### src/sv/adnv_pkg.sv
// ----------------------------------------------------------------------------
// adnv_pkg
// Shared types and constants for the automatic day/night vote block.
// ----------------------------------------------------------------------------
package adnv_pkg;

  localparam int unsigned GainW  = 16;
  localparam int unsigned CodeW  = 8;
  localparam int unsigned CntW   = 4;
  localparam int unsigned ModeW  = 2;
  localparam int unsigned MCodeW = 4;
  localparam int unsigned CfgIdxW = 3;
  localparam int unsigned CfgDatW = 16;

  localparam logic [CntW-1:0] CntMax = 4'd15;

  // decided mode
  localparam logic [ModeW-1:0] MODE_DAY      = 2'd0;
  localparam logic [ModeW-1:0] MODE_LOWLIGHT = 2'd1;
  localparam logic [ModeW-1:0] MODE_NIGHT    = 2'd2;

  // image mode codes to set
  localparam logic [MCodeW-1:0] CODE_DAY      = 4'd2;
  localparam logic [MCodeW-1:0] CODE_LOWLIGHT = 4'd8;
  localparam logic [MCodeW-1:0] CODE_NIGHT    = 4'd11;

  // current code bands
  localparam logic [CodeW-1:0] DAY_CODE_LO = 8'd1;
  localparam logic [CodeW-1:0] DAY_CODE_HI = 8'd4;
  localparam logic [CodeW-1:0] LOW_CODE_LO = 8'd5;
  localparam logic [CodeW-1:0] LOW_CODE_HI = 8'd8;

  // register indexes
  localparam logic [CfgIdxW-1:0] REG_THR_DAY_TO_LOW   = 3'd0;
  localparam logic [CfgIdxW-1:0] REG_THR_LOW_TO_NIGHT = 3'd1;
  localparam logic [CfgIdxW-1:0] REG_THR_NIGHT_TO_DAY = 3'd2;
  localparam logic [CfgIdxW-1:0] REG_THR_LOW_TO_DAY   = 3'd3;
  localparam logic [CfgIdxW-1:0] REG_WINDOW_LEN       = 3'd4;
  localparam logic [CfgIdxW-1:0] REG_VOTE_MIN         = 3'd5;

  // register reset values
  localparam logic [GainW-1:0] RST_THR_DAY_TO_LOW   = 16'd2048;
  localparam logic [GainW-1:0] RST_THR_LOW_TO_NIGHT = 16'd3072;
  localparam logic [GainW-1:0] RST_THR_NIGHT_TO_DAY = 16'd512;
  localparam logic [GainW-1:0] RST_THR_LOW_TO_DAY   = 16'd768;
  localparam logic [CntW-1:0]  RST_WINDOW_LEN       = 4'd8;
  localparam logic [CntW-1:0]  RST_VOTE_MIN         = 4'd5;

  typedef struct packed {
    logic             auto_enable;
    logic [GainW-1:0] gain_q88;
    logic [CodeW-1:0] current_code;
  } in_t;

  typedef struct packed {
    logic [ModeW-1:0]  target_mode;
    logic [MCodeW-1:0] mode_code;
  } out_t;

  typedef struct packed {
    logic [GainW-1:0] thr_day_to_lowlight;
    logic [GainW-1:0] thr_lowlight_to_night;
    logic [GainW-1:0] thr_night_to_day;
    logic [GainW-1:0] thr_lowlight_to_day;
    logic [CntW-1:0]  window_len;
    logic [CntW-1:0]  vote_min;
  } cfg_t;

  // saturating increment of a vote or sample counter
  function automatic logic [CntW-1:0] bump(input logic [CntW-1:0] c);
    logic [CntW-1:0] r;
    r = (c == CntMax) ? CntMax : c + 1'b1;
    return r;
  endfunction

endpackage

### src/sv/adnv_core.sv
// ----------------------------------------------------------------------------
// adnv_core
// Vote counters, band compare and window decision for one sample per cycle while fire is high.
// ----------------------------------------------------------------------------
module adnv_core (
  input  logic          clk,
  input  logic          rst_n,
  input  logic          fire,
  input  adnv_pkg::in_t item,
  input  adnv_pkg::cfg_t cfg,
  output logic          res_valid,
  output adnv_pkg::out_t res
);

  logic [adnv_pkg::CntW-1:0] sample_count_r, sample_count_nxt;
  logic [adnv_pkg::CntW-1:0] day_votes_r, day_votes_nxt;
  logic [adnv_pkg::CntW-1:0] low_votes_r, low_votes_nxt;
  logic [adnv_pkg::CntW-1:0] night_votes_r, night_votes_nxt;

  logic band_day, band_low;
  logic vote_day, vote_low, vote_night;
  logic [adnv_pkg::CntW-1:0] day_inc, low_inc, night_inc, smp_inc;
  logic close_win, active;

  // band select from current mode code
  always_comb begin
    band_day = (item.current_code inside {[adnv_pkg::DAY_CODE_LO:adnv_pkg::DAY_CODE_HI]});
    band_low = (item.current_code inside {[adnv_pkg::LOW_CODE_LO:adnv_pkg::LOW_CODE_HI]});
  end

  // strict gain compares against the band thresholds
  always_comb begin
    vote_day   = 1'b0;
    vote_low   = 1'b0;
    vote_night = 1'b0;
    if (band_day) begin
      vote_low = item.gain_q88 > cfg.thr_day_to_lowlight;
    end else if (band_low) begin
      vote_night = item.gain_q88 > cfg.thr_lowlight_to_night;
      vote_day   = !vote_night && (item.gain_q88 < cfg.thr_lowlight_to_day);
    end else begin
      vote_day = item.gain_q88 < cfg.thr_night_to_day;
    end
  end

  // counters after this sample
  always_comb begin
    day_inc   = vote_day   ? adnv_pkg::bump(day_votes_r)   : day_votes_r;
    low_inc   = vote_low   ? adnv_pkg::bump(low_votes_r)   : low_votes_r;
    night_inc = vote_night ? adnv_pkg::bump(night_votes_r) : night_votes_r;
    smp_inc   = adnv_pkg::bump(sample_count_r);
    active    = fire && item.auto_enable;
    close_win = smp_inc >= cfg.window_len;
  end

  // window decision, day first then low light then night
  always_comb begin
    res_valid       = 1'b0;
    res.target_mode = adnv_pkg::MODE_DAY;
    res.mode_code   = adnv_pkg::CODE_DAY;
    if (active && close_win) begin
      if (day_inc >= cfg.vote_min) begin
        res_valid = 1'b1;
      end else if (low_inc >= cfg.vote_min) begin
        res_valid       = 1'b1;
        res.target_mode = adnv_pkg::MODE_LOWLIGHT;
        res.mode_code   = adnv_pkg::CODE_LOWLIGHT;
      end else if (night_inc >= cfg.vote_min) begin
        res_valid       = 1'b1;
        res.target_mode = adnv_pkg::MODE_NIGHT;
        res.mode_code   = adnv_pkg::CODE_NIGHT;
      end
    end
  end

  // next counter state
  always_comb begin
    sample_count_nxt = sample_count_r;
    day_votes_nxt    = day_votes_r;
    low_votes_nxt    = low_votes_r;
    night_votes_nxt  = night_votes_r;
    if (active) begin
      if (close_win) begin
        sample_count_nxt = '0;
        day_votes_nxt    = '0;
        low_votes_nxt    = '0;
        night_votes_nxt  = '0;
      end else begin
        sample_count_nxt = smp_inc;
        day_votes_nxt    = day_inc;
        low_votes_nxt    = low_inc;
        night_votes_nxt  = night_inc;
      end
    end
  end

  always_ff @(posedge clk) begin
    if (!rst_n) begin
      sample_count_r <= '0;
      day_votes_r    <= '0;
      low_votes_r    <= '0;
      night_votes_r  <= '0;
    end else begin
      sample_count_r <= sample_count_nxt;
      day_votes_r    <= day_votes_nxt;
      low_votes_r    <= low_votes_nxt;
      night_votes_r  <= night_votes_nxt;
    end
  end

  // a closed window leaves every counter clear
  a_close_clears: assert property (@(posedge clk) disable iff (!rst_n)
    active && close_win |=> sample_count_r == '0 && day_votes_r == '0 &&
                            low_votes_r == '0 && night_votes_r == '0)
    else $error("counters not cleared at window end");

  // an ignored tick leaves the counters alone
  a_idle_hold: assert property (@(posedge clk) disable iff (!rst_n)
    !active |=> $stable(sample_count_r) && $stable(day_votes_r) &&
                $stable(low_votes_r) && $stable(night_votes_r))
    else $error("counters moved without an enabled sample");

  // votes in a window never pass the sample count
  a_votes_bound: assert property (@(posedge clk) disable iff (!rst_n)
    day_votes_r + low_votes_r + night_votes_r <= {1'b0, sample_count_r})
    else $error("more votes than samples");

endmodule

### src/sv/auto_day_night_vote.sv
// ----------------------------------------------------------------------------
// auto_day_night_vote
// Automatic day/night mode voting over a window of gain samples.
// ----------------------------------------------------------------------------
// Usage:
//   in_*  : one tick transaction per accept (in_valid high, in_stall low),
//           carrying auto enable, Q8.8 gain and the current mode code.
//   out_* : one transaction per closed window that has a winner, carrying
//           the target mode and the mode code to set.
//   cfg_* : register writes (valid/ready, ready always high); write only
//           while the block is idle. Index 0..5 as thresholds, window
//           length and vote minimum; other indexes are ignored.
// Timing: a tick is held in the input register, where compare and
//   counter update happen, and its result is written into a two-entry
//   output queue, whose count register drives out_valid.
//   One tick per cycle is taken as long as the receiver keeps up; the
//   output queue absorbs two stalled results before in_stall rises.
// Reset (rst_n low, synchronous): registers return to their defaults,
//   all counters clear and the output queue empties.
// Receiver stall: results wait in the queue; once it is full the input
//   register holds its tick and in_stall goes high.
// ----------------------------------------------------------------------------
module auto_day_night_vote (
  input  logic                              clk,
  input  logic                              rst_n,
  input  logic                              in_valid,
  output logic                              in_stall,
  input  adnv_pkg::in_t                     in_data,
  output logic                              out_valid,
  input  logic                              out_stall,
  output adnv_pkg::out_t                    out_data,
  input  logic                              cfg_valid,
  output logic                              cfg_ready,
  input  logic [adnv_pkg::CfgIdxW-1:0]      cfg_index,
  input  logic [adnv_pkg::CfgDatW-1:0]      cfg_data
);

  adnv_pkg::cfg_t cfg_r;

  logic          s1_valid_r;
  adnv_pkg::in_t s1_data_r;

  adnv_pkg::out_t q_mem_r [2];
  logic           q_wr_r, q_rd_r;
  logic [1:0]     q_cnt_r;
  logic           q_full;

  logic           in_fire, s1_fire, q_push, q_pop;
  logic           res_valid;
  adnv_pkg::out_t res;

  // configuration registers
  assign cfg_ready = 1'b1;

  always_ff @(posedge clk) begin
    if (!rst_n) begin
      cfg_r.thr_day_to_lowlight   <= adnv_pkg::RST_THR_DAY_TO_LOW;
      cfg_r.thr_lowlight_to_night <= adnv_pkg::RST_THR_LOW_TO_NIGHT;
      cfg_r.thr_night_to_day      <= adnv_pkg::RST_THR_NIGHT_TO_DAY;
      cfg_r.thr_lowlight_to_day   <= adnv_pkg::RST_THR_LOW_TO_DAY;
      cfg_r.window_len            <= adnv_pkg::RST_WINDOW_LEN;
      cfg_r.vote_min              <= adnv_pkg::RST_VOTE_MIN;
    end else if (cfg_valid && cfg_ready) begin
      case (cfg_index)
        adnv_pkg::REG_THR_DAY_TO_LOW:   cfg_r.thr_day_to_lowlight   <= cfg_data;
        adnv_pkg::REG_THR_LOW_TO_NIGHT: cfg_r.thr_lowlight_to_night <= cfg_data;
        adnv_pkg::REG_THR_NIGHT_TO_DAY: cfg_r.thr_night_to_day      <= cfg_data;
        adnv_pkg::REG_THR_LOW_TO_DAY:   cfg_r.thr_lowlight_to_day   <= cfg_data;
        adnv_pkg::REG_WINDOW_LEN:       cfg_r.window_len <= cfg_data[adnv_pkg::CntW-1:0];
        adnv_pkg::REG_VOTE_MIN:         cfg_r.vote_min   <= cfg_data[adnv_pkg::CntW-1:0];
        default: ;
      endcase
    end
  end

  // handshake control
  assign q_full   = q_cnt_r[1];
  assign in_stall = s1_valid_r && q_full;
  assign in_fire  = in_valid && !in_stall;
  assign s1_fire  = s1_valid_r && !q_full;
  assign q_push   = res_valid;
  assign q_pop    = out_valid && !out_stall;

  // input register
  always_ff @(posedge clk) begin
    if (!rst_n) begin
      s1_valid_r <= 1'b0;
    end else if (!in_stall) begin
      s1_valid_r <= in_valid;
    end
  end

  always_ff @(posedge clk) begin
    if (in_fire) begin
      s1_data_r <= in_data;
    end
  end

  // vote logic and counters
  adnv_core u_core (
    .clk       (clk),
    .rst_n     (rst_n),
    .fire      (s1_fire),
    .item      (s1_data_r),
    .cfg       (cfg_r),
    .res_valid (res_valid),
    .res       (res)
  );

  // two-entry result queue
  always_ff @(posedge clk) begin
    if (!rst_n) begin
      q_wr_r  <= 1'b0;
      q_rd_r  <= 1'b0;
      q_cnt_r <= '0;
    end else begin
      if (q_push) begin
        q_wr_r <= !q_wr_r;
      end
      if (q_pop) begin
        q_rd_r <= !q_rd_r;
      end
      case ({q_push, q_pop})
        2'b10:   q_cnt_r <= q_cnt_r + 2'd1;
        2'b01:   q_cnt_r <= q_cnt_r - 2'd1;
        default: q_cnt_r <= q_cnt_r;
      endcase
    end
  end

  always_ff @(posedge clk) begin
    if (q_push) begin
      q_mem_r[q_wr_r] <= res;
    end
  end

  assign out_valid = (q_cnt_r != 2'd0);
  assign out_data  = q_mem_r[q_rd_r];

  // queue never holds more than two results
  a_q_bound: assert property (@(posedge clk) disable iff (!rst_n)
    q_cnt_r <= 2'd2)
    else $error("result queue overflow");

  // a result is only written when there is room
  a_push_room: assert property (@(posedge clk) disable iff (!rst_n)
    q_push |-> !q_full)
    else $error("push into full result queue");

  // stall only while a tick waits behind a full queue
  a_stall_cause: assert property (@(posedge clk) disable iff (!rst_n)
    in_stall |-> s1_valid_r && q_cnt_r == 2'd2)
    else $error("input stalled without cause");

endmodule

### config.mk
export PLATFORM = sky130hd
export DESIGN_NAME = auto_day_night_vote
export DESIGN_NICKNAME = d
export VERILOG_FILES = /design/src/sv/adnv_pkg.sv /design/src/sv/adnv_core.sv /design/src/sv/auto_day_night_vote.sv
export SDC_FILE = /design/constraint.sdc
export NUM_CORES = 1
export LEC_CHECK = 0
export ABC_AREA = 1
export BUFFER_PORTS_ARGS = -buffer_cell sky130_fd_sc_hd__buf_4
export CAP_MARGIN = 20
export CORE_ASPECT_RATIO = 1.75
export CORE_MARGIN = 4
export CORE_UTILIZATION = 30
export DETAILED_ROUTE_END_ITERATION = 12
export SYNTH_ARGS = -nofsm -noshare
export SYNTH_HDL_FRONTEND = slang
export SYNTH_SLANG_ARGS = --single-unit
### constraint.sdc
create_clock -name clk -period 7 [get_ports clk]
set_input_delay 0.35 -clock clk [delete_from_list [all_inputs] [get_ports clk]]
set_output_delay 0.35 -clock clk [all_outputs]
set_load 0.05 [all_outputs]
Yosys cells after proc, flatten, opt, wreduce, memory -nomap -nowiden
Memory sizes are Yosys's and may differ from the RTL's. A register that Yosys moved wholly into a read port is not among the register bits.
Cells that the tools add are included.
{"block": "classes", "order_cmp": 12, "n_addsub": 6, "n_reduce_logical": 24, "eq_ne": 11, "mux": 29}
{"op": "$mux W4", "count": 11}
{"op": "$gt A16 B16 Y1", "count": 2}
{"op": "$lt A16 B16 Y1", "count": 2}
{"op": "$mux W6", "count": 4}
{"op": "$add A4 B1 Y4 const B", "count": 4}
{"op": "$eq A4 B4 Y1 const B", "count": 4}
{"op": "$ge A4 B4 Y1", "count": 4}
{"op": "$mux W1", "count": 13}
{"op": "$reduce_and A2 Y1", "count": 6}
{"op": "$logic_and A1 B1 Y1", "count": 9}
{"op": "$ge A8 B1 Y1 const B", "count": 1}
{"op": "$ge A8 B3 Y1 const B", "count": 1}
{"op": "$le A8 B3 Y1 const B", "count": 1}
{"op": "$le A8 B4 Y1 const B", "count": 1}
{"op": "$eq A3 B2 Y1 const B", "count": 2}
{"op": "$eq A3 B3 Y1 const B", "count": 2}
{"op": "$logic_not A1 Y1", "count": 6}
{"op": "$pmux W2 S2", "count": 1}
{"op": "$reduce_bool A2 Y1", "count": 2}
{"op": "$eq A3 B1 Y1 const B", "count": 1}
{"op": "$logic_not A3 Y1", "count": 1}
{"op": "$add A2 B1 Y2 const B", "count": 1}
{"op": "$eq A2 B1 Y1 const B", "count": 1}
{"op": "$eq A2 B2 Y1 const B", "count": 1}
{"op": "$sub A2 B1 Y2 const B", "count": 1}
{"block": "word_totals", "memories": 1, "out_inout_bits": 9, "ramBits": 12, "word_cells": 100, "regBits": 118}
{"memory": "q_mem_r", "words": 2, "width": 6, "rd": 1, "rd_clocked_by_memory_dff": 1, "write_ports": 1, "line_no": "auto_day_night_vote.sv:43", "source": "adnv_pkg::out_t q_mem_r [2];"}

Depth between registers and ports, before layout
{"block": "depth", "depth_word": 12, "depth_mapped": 28, "ltp_nobuf": 28}

Modules after synthesis
A second synthesis with hierarchy kept.
{"block": "hier_totals", "hier_cells": 996, "hier_area_um2": 7495.9}
{"module": "auto_day_night_vote", "area_each_um2": 4289.1, "instances": 1, "cells_each": 493}
{"module": "adnv_core", "area_each_um2": 3206.8, "instances": 1, "cells_each": 503}

Least setup slack after synthesis
Ideal clock, no wire load.
{"block": "synth_path", "kind": "register to register", "start": "register s1_data_r[11] (netlist bit)", "end": "register q_cnt_r[1]", "required_time_ns": 6.878, "arrival_ns": 3.205, "synth_period_minus_slack_ns": 3.327, "n_path_buf": 0, "setup_slack_ns": 3.673, "path_stages_with_launch": 27, "cell_sequence": "edfxtp_1 -> ha_1 -> nand2_1 -> o21bai_1 -> nand2_1 -> nand2_1 -> nand2_1 -> nand2_1 -> nand2_1 -> nand2_4 -> clkinv_4 -> or2_1 -> nand2_1 -> inv_1 -> ha_1 -> inv_1 -> nor2_1 -> o211ai_1 -> nand3_1 -> nor2_1 -> nand2_1 -> nand2_1 -> ha_1 -> a21oi_1 -> o21ai_0 -> o21ai_0 -> a21oi_1"}
{"block": "synth_between", "elab_chain_cells": 11, "elab_cells_between_ends": 25, "cone_classes": "order compare (7); eq/ne (2); mux (13); reduce/logical (3)"}
{"element": "from (decl)", "line_no": "auto_day_night_vote.sv:41", "source": "adnv_pkg::in_t s1_data_r;"}
{"element": "from (signal assigned)", "line_no": "auto_day_night_vote.sv:95", "source": "s1_data_r <= in_data;"}
{"element": "$gt A16 B16 Y1", "line_no": "adnv_core.sv:39", "source": "vote_night = item.gain_q88 > cfg.thr_lowlight_to_night;"}
{"element": "$mux W1 / $logic_not A1 Y1 (equally long branches)", "line_no": "adnv_core.sv:38, adnv_core.sv:40"}
{"element": "$mux W1 / $logic_and A1 B1 Y1 (equally long branches)", "line_no": "adnv_core.sv:36, adnv_core.sv:40"}
{"element": "$mux W4 / $mux W1 (equally long branches)", "line_no": "adnv_core.sv:50, adnv_core.sv:38"}
{"element": "$ge A4 B4 Y1 / $mux W1 (equally long branches)", "line_no": "adnv_core.sv:68, adnv_core.sv:36"}
{"element": "$mux W1 / $mux W4 (equally long branches)", "line_no": "adnv_core.sv:68, adnv_core.sv:48"}
{"element": "$mux W1 / $ge A4 B4 Y1 (equally long branches)", "line_no": "adnv_core.sv:64, adnv_core.sv:62"}
{"element": "$mux W1 (*)", "line_no": "adnv_core.sv:62", "source": "if (day_inc >= cfg.vote_min) begin"}
{"element": "$mux W1 (*)", "line_no": "adnv_core.sv:61", "source": "if (active && close_win) begin"}
{"element": "$eq A2 B1 Y1 / $eq A2 B2 Y1 (equally long branches)", "line_no": "auto_day_night_vote.sv:123", "source": "case ({q_push, q_pop})"}
{"element": "$pmux W2 S2 / $reduce_bool A2 Y1 (equally long branches)"}
{"element": "to (signal assigned)", "line_no": "auto_day_night_vote.sv:124", "source": "2'b10: q_cnt_r <= q_cnt_r + 2'd1;"}
{"element": "to (signal assigned)", "line_no": "auto_day_night_vote.sv:125", "source": "2'b01: q_cnt_r <= q_cnt_r - 2'd1;"}
{"element": "to (signal assigned)", "line_no": "auto_day_night_vote.sv:126", "source": "default: q_cnt_r <= q_cnt_r;"}
{"element": "to (decl)", "line_no": "auto_day_night_vote.sv:45", "source": "logic [1:0] q_cnt_r;"}
Mark *: on every way between the ends. The rest lies on a longest branch, timed or not.
A chain may end at the register's enable or synchronous reset.

Worst setup path in the final report
{"block": "layout_path", "start": "register s1_data_r[22] (netlist bit)", "end": "register q_cnt_r[1]"}
The elaborated chain is that of the path after synthesis.

==> results.cfg <==
[timing]
worst_pin_slew_ps = 948.8
finalCriticalPeriod_ps = 3715
drv_slew = 0
fin_skew_ps = 13.43
setup_viol = 0
setup_ws_ps = 3285
rsz0062_at_grt = false
relSlewSlack_pct = 36.68
fin_crit_sh_pct = 53.07
max_freq_mhz = 269.2
setup_tns_ps = 0
fin_hold_ws_ps = 99.44
hold_violations = 0

[layout]
drive_gt1_share_pct = 12.65
nets = 1012
fin_area_um2 = 8045
num-fill-cells = 2337
num_antenna_cells = 0
synthToLayoutAreaGrowth_pct = 18.59
utilization_pct = 36.30
final_cells = 1189

[hold_path]
min_to = s1_data_r[22]
hold_path.class = input pin to flop
min_from = in_data[22]
min_path_cells = 1

[place]
place_ws_ps = 3315
dpl.hpwl_mm = 12.91
io_buffers = 55
gp_congestion = 0.8451
dp_cells = 1157
placed_cell_area_um2 = 7466

[die]
die_w_um = 121.7
core_area_um2 = 22160
dieArea_um2 = 25180
rows = 72
pin_count = 58
die_h_um = 206.9
initial_utilization_pct = 30.61

[pwr]
finalPower_mw = 1.854
powerDensity_nw_per_um2 = 230.4
power_switching_share_pct = 26.12
p_clk_share_pct = 46.8
p_leak_nw = 3.482
p_sw_mw = 0.4842
seq_power_share_pct = 42.7
power_frac_comb_pct = 10.4
p_int_mw = 1.370
ir_worst_vdd_v = 0.0001088

[cts]
cts.hold.buffers_added = 0
cts_made_buffers = 17
clk_pin_slew_ps = 60
cts_resized = 0
clk_latency_ps = 420
clock_sinks = 127
cts_htree_levels = 4
cts_tree = built
postCtsSetupBuffers = 0
clock-root-buffer = clkbuf_16
ctsLongestPathBuffers = 2

[drt]
num_vias = 5465
ant_nets = 0
first_pass_iters = 6
wirelength_mm = 16.95
drtIter0Drc = 255
drt-wirelength-per-cell_um = 14.25
via_per_inst = 4.596
drc = 0

[synth]
synth_cell_type_count = 39
syn_area_um2 = 6784
synth-seq-cells = 127
synth_warnings = 0
syn_inst = 830
ys_seq_area_share_pct = 42.35
syn_avg_cell_area_um2 = 8.174
syn_nets = 962

[critical_path]
path_max_fanout = 5
reg2reg_depth = 22
reg2reg_to = q_cnt_r[1]
crit_required_ps = 7300
cp-startpoint = s1_data_r[22]
rr_startpoint = s1_data_r[22]
critical_path.startpoint_type = flop
critPathCaptureType = flop
critPathArrivalTime_ps = 4010
r2r_slack_ps = 3280
path_class = flop to flop

[run_status]
status = complete, no violations

[global_route]
grt-ovfl-total = 0
grt_pass1_vias = 5261
grt_max_degree = 75
grt_use_total_pct = 13.88
grt_pass1_wl_mm = 26.44
antenna_found_initial = 0

[job]
maxCapViolCount = 0
metal layers:
metal | wire, µm | global-route usage [%] | up-vias
met3 | 364 | 2.563 | 32
met2 | 9773 | 27.48 | 73
li1 | - | - | 2884
met5 | 0 | 0 | -
met1 | 6167 | 13.21 | 2476
met4 | 642 | 7.332 | 0
cells in the final DEF, fill, tap and decap left out, types with 3 or more instances in the layout:
master	count
inv_1	128
o21ai_1	7
nor2_1	53
nand2_1	118
nor3_1	4
and2_1	3
o21a_1	3
o21ai_0	75
inv_6	4
o211ai_1	8
inv_2	5
clkinv_4	5
or2_2	3
dfxtp_1	94
edfxtp_1	33
a21oi_1	119
nand4_1	14
nand3_1	22
clkbuf_16	18
ha_1	83
mux2_2	4
buf_4	56
a22oi_1	4
logic make-up after synthesis:
kind of cell             after synthesis  share of synthesized area (%)
AND/OR/NAND/NOR                      231                          14.98
AO/OA/AOI/OAI                        223                          17.34
buffers and inverters                159                          9.129
flip-flops                           127                          42.35
adder cells (fa/ha/maj)               83                          15.31
multiplexers                           4                         0.6639
other                                  2                         0.1107
XOR/XNOR                               1                         0.1291
worst max-delay path by stage:
stage,endpoint,slack (ps),depth (start not counted)
after global routing,q_cnt_r[1],2800,22
after CTS,q_cnt_r[1],3290,22
after detailed placement,q_cnt_r[1],3320,22
final,q_cnt_r[1],3280,22
after floorplan,q_cnt_r[1],3670,26
after global placement,q_cnt_r[1],3360,22
power groups by stage:
stage               Clock (mW)  Sequential, mW  Combinational [mW]
global route             0.924           0.794               0.224
floorplan                    0           0.803               0.129
CTS                      0.890           0.792               0.196
finish                   0.868           0.792               0.194
global placement             0           0.807               0.191
detailed placement           0           0.808               0.195
flip-flops by register name, indices dropped and copies added (netlist names), named ones only:
signal,cells
cfg_r,72
q_cnt_r,2
q_mem_r,8
q_rd_r,1
q_wr_r,1
s1_data_r,25
s1_valid_r,1
u_core.day_votes_r,4
u_core.low_votes_r,4
u_core.night_votes_r,4
u_core.sample_count_r,4
synth_stat cells, drive strengths merged:
library cell / n / area [µm²]
a21o: 1 / 7.510
a21oi: 120 / 604.3
a22oi: 4 / 30.03
and2: 3 / 18.77
buf: 8 / 47.54
clkbuf: 17 / 63.81
clkinv: 1 / 8.760
conb: 2 / 7.510
dfxtp: 94 / 1882
edfxtp: 33 / 991.0
ha: 83 / 1039
inv: 133 / 499.2
mux2: 4 / 45.04
nand2: 121 / 466.7
nand3: 24 / 130.1
nand3b: 2 / 15.01
nand4: 14 / 87.58
nor2: 55 / 209.0
nor3: 5 / 30.03
nor4: 2 / 27.53
o211ai: 8 / 60.06
o21a: 4 / 31.28
o21ai: 84 / 427.9
o21bai: 2 / 15.01
or2: 5 / 31.28
xnor2: 1 / 8.760
area by class of cell:
| type | count | area [µm²] | area share [%] |
|---|---|---|---|
| multi-input combinational | 544 | 3294 | 40.95 |
| sequential | 127 | 2873 | 35.71 |
| inverter | 134 | 508.0 | 6.314 |
| clock buffer | 19 | 454.2 | 5.645 |
| timing repair buffer | 56 | 420.4 | 5.226 |
| tap | 296 | 370.4 | 4.603 |
| clock inverter | 13 | 125.1 | 1.555 |
critical path, cell delays in order, from the launching register on:
cell and delay, ps:
edfxtp_1 490, ha_1 320, nand2_1 70, nor4_1 380, nand2_1 90, nand2_1 70, nand2_1 120, nand3_2 140
nand2_1 70, and2_1 140, ha_1 270, inv_1 60, a21oi_1 30, o21ai_0 150, nand2_1 70, a21oi_1 200
nand2_1 100, nand2_1 110, ha_1 260, a21oi_1 110, o21ai_0 110, o21ai_0 150, a21oi_1 50
Power figures use the tool's default switching activity.
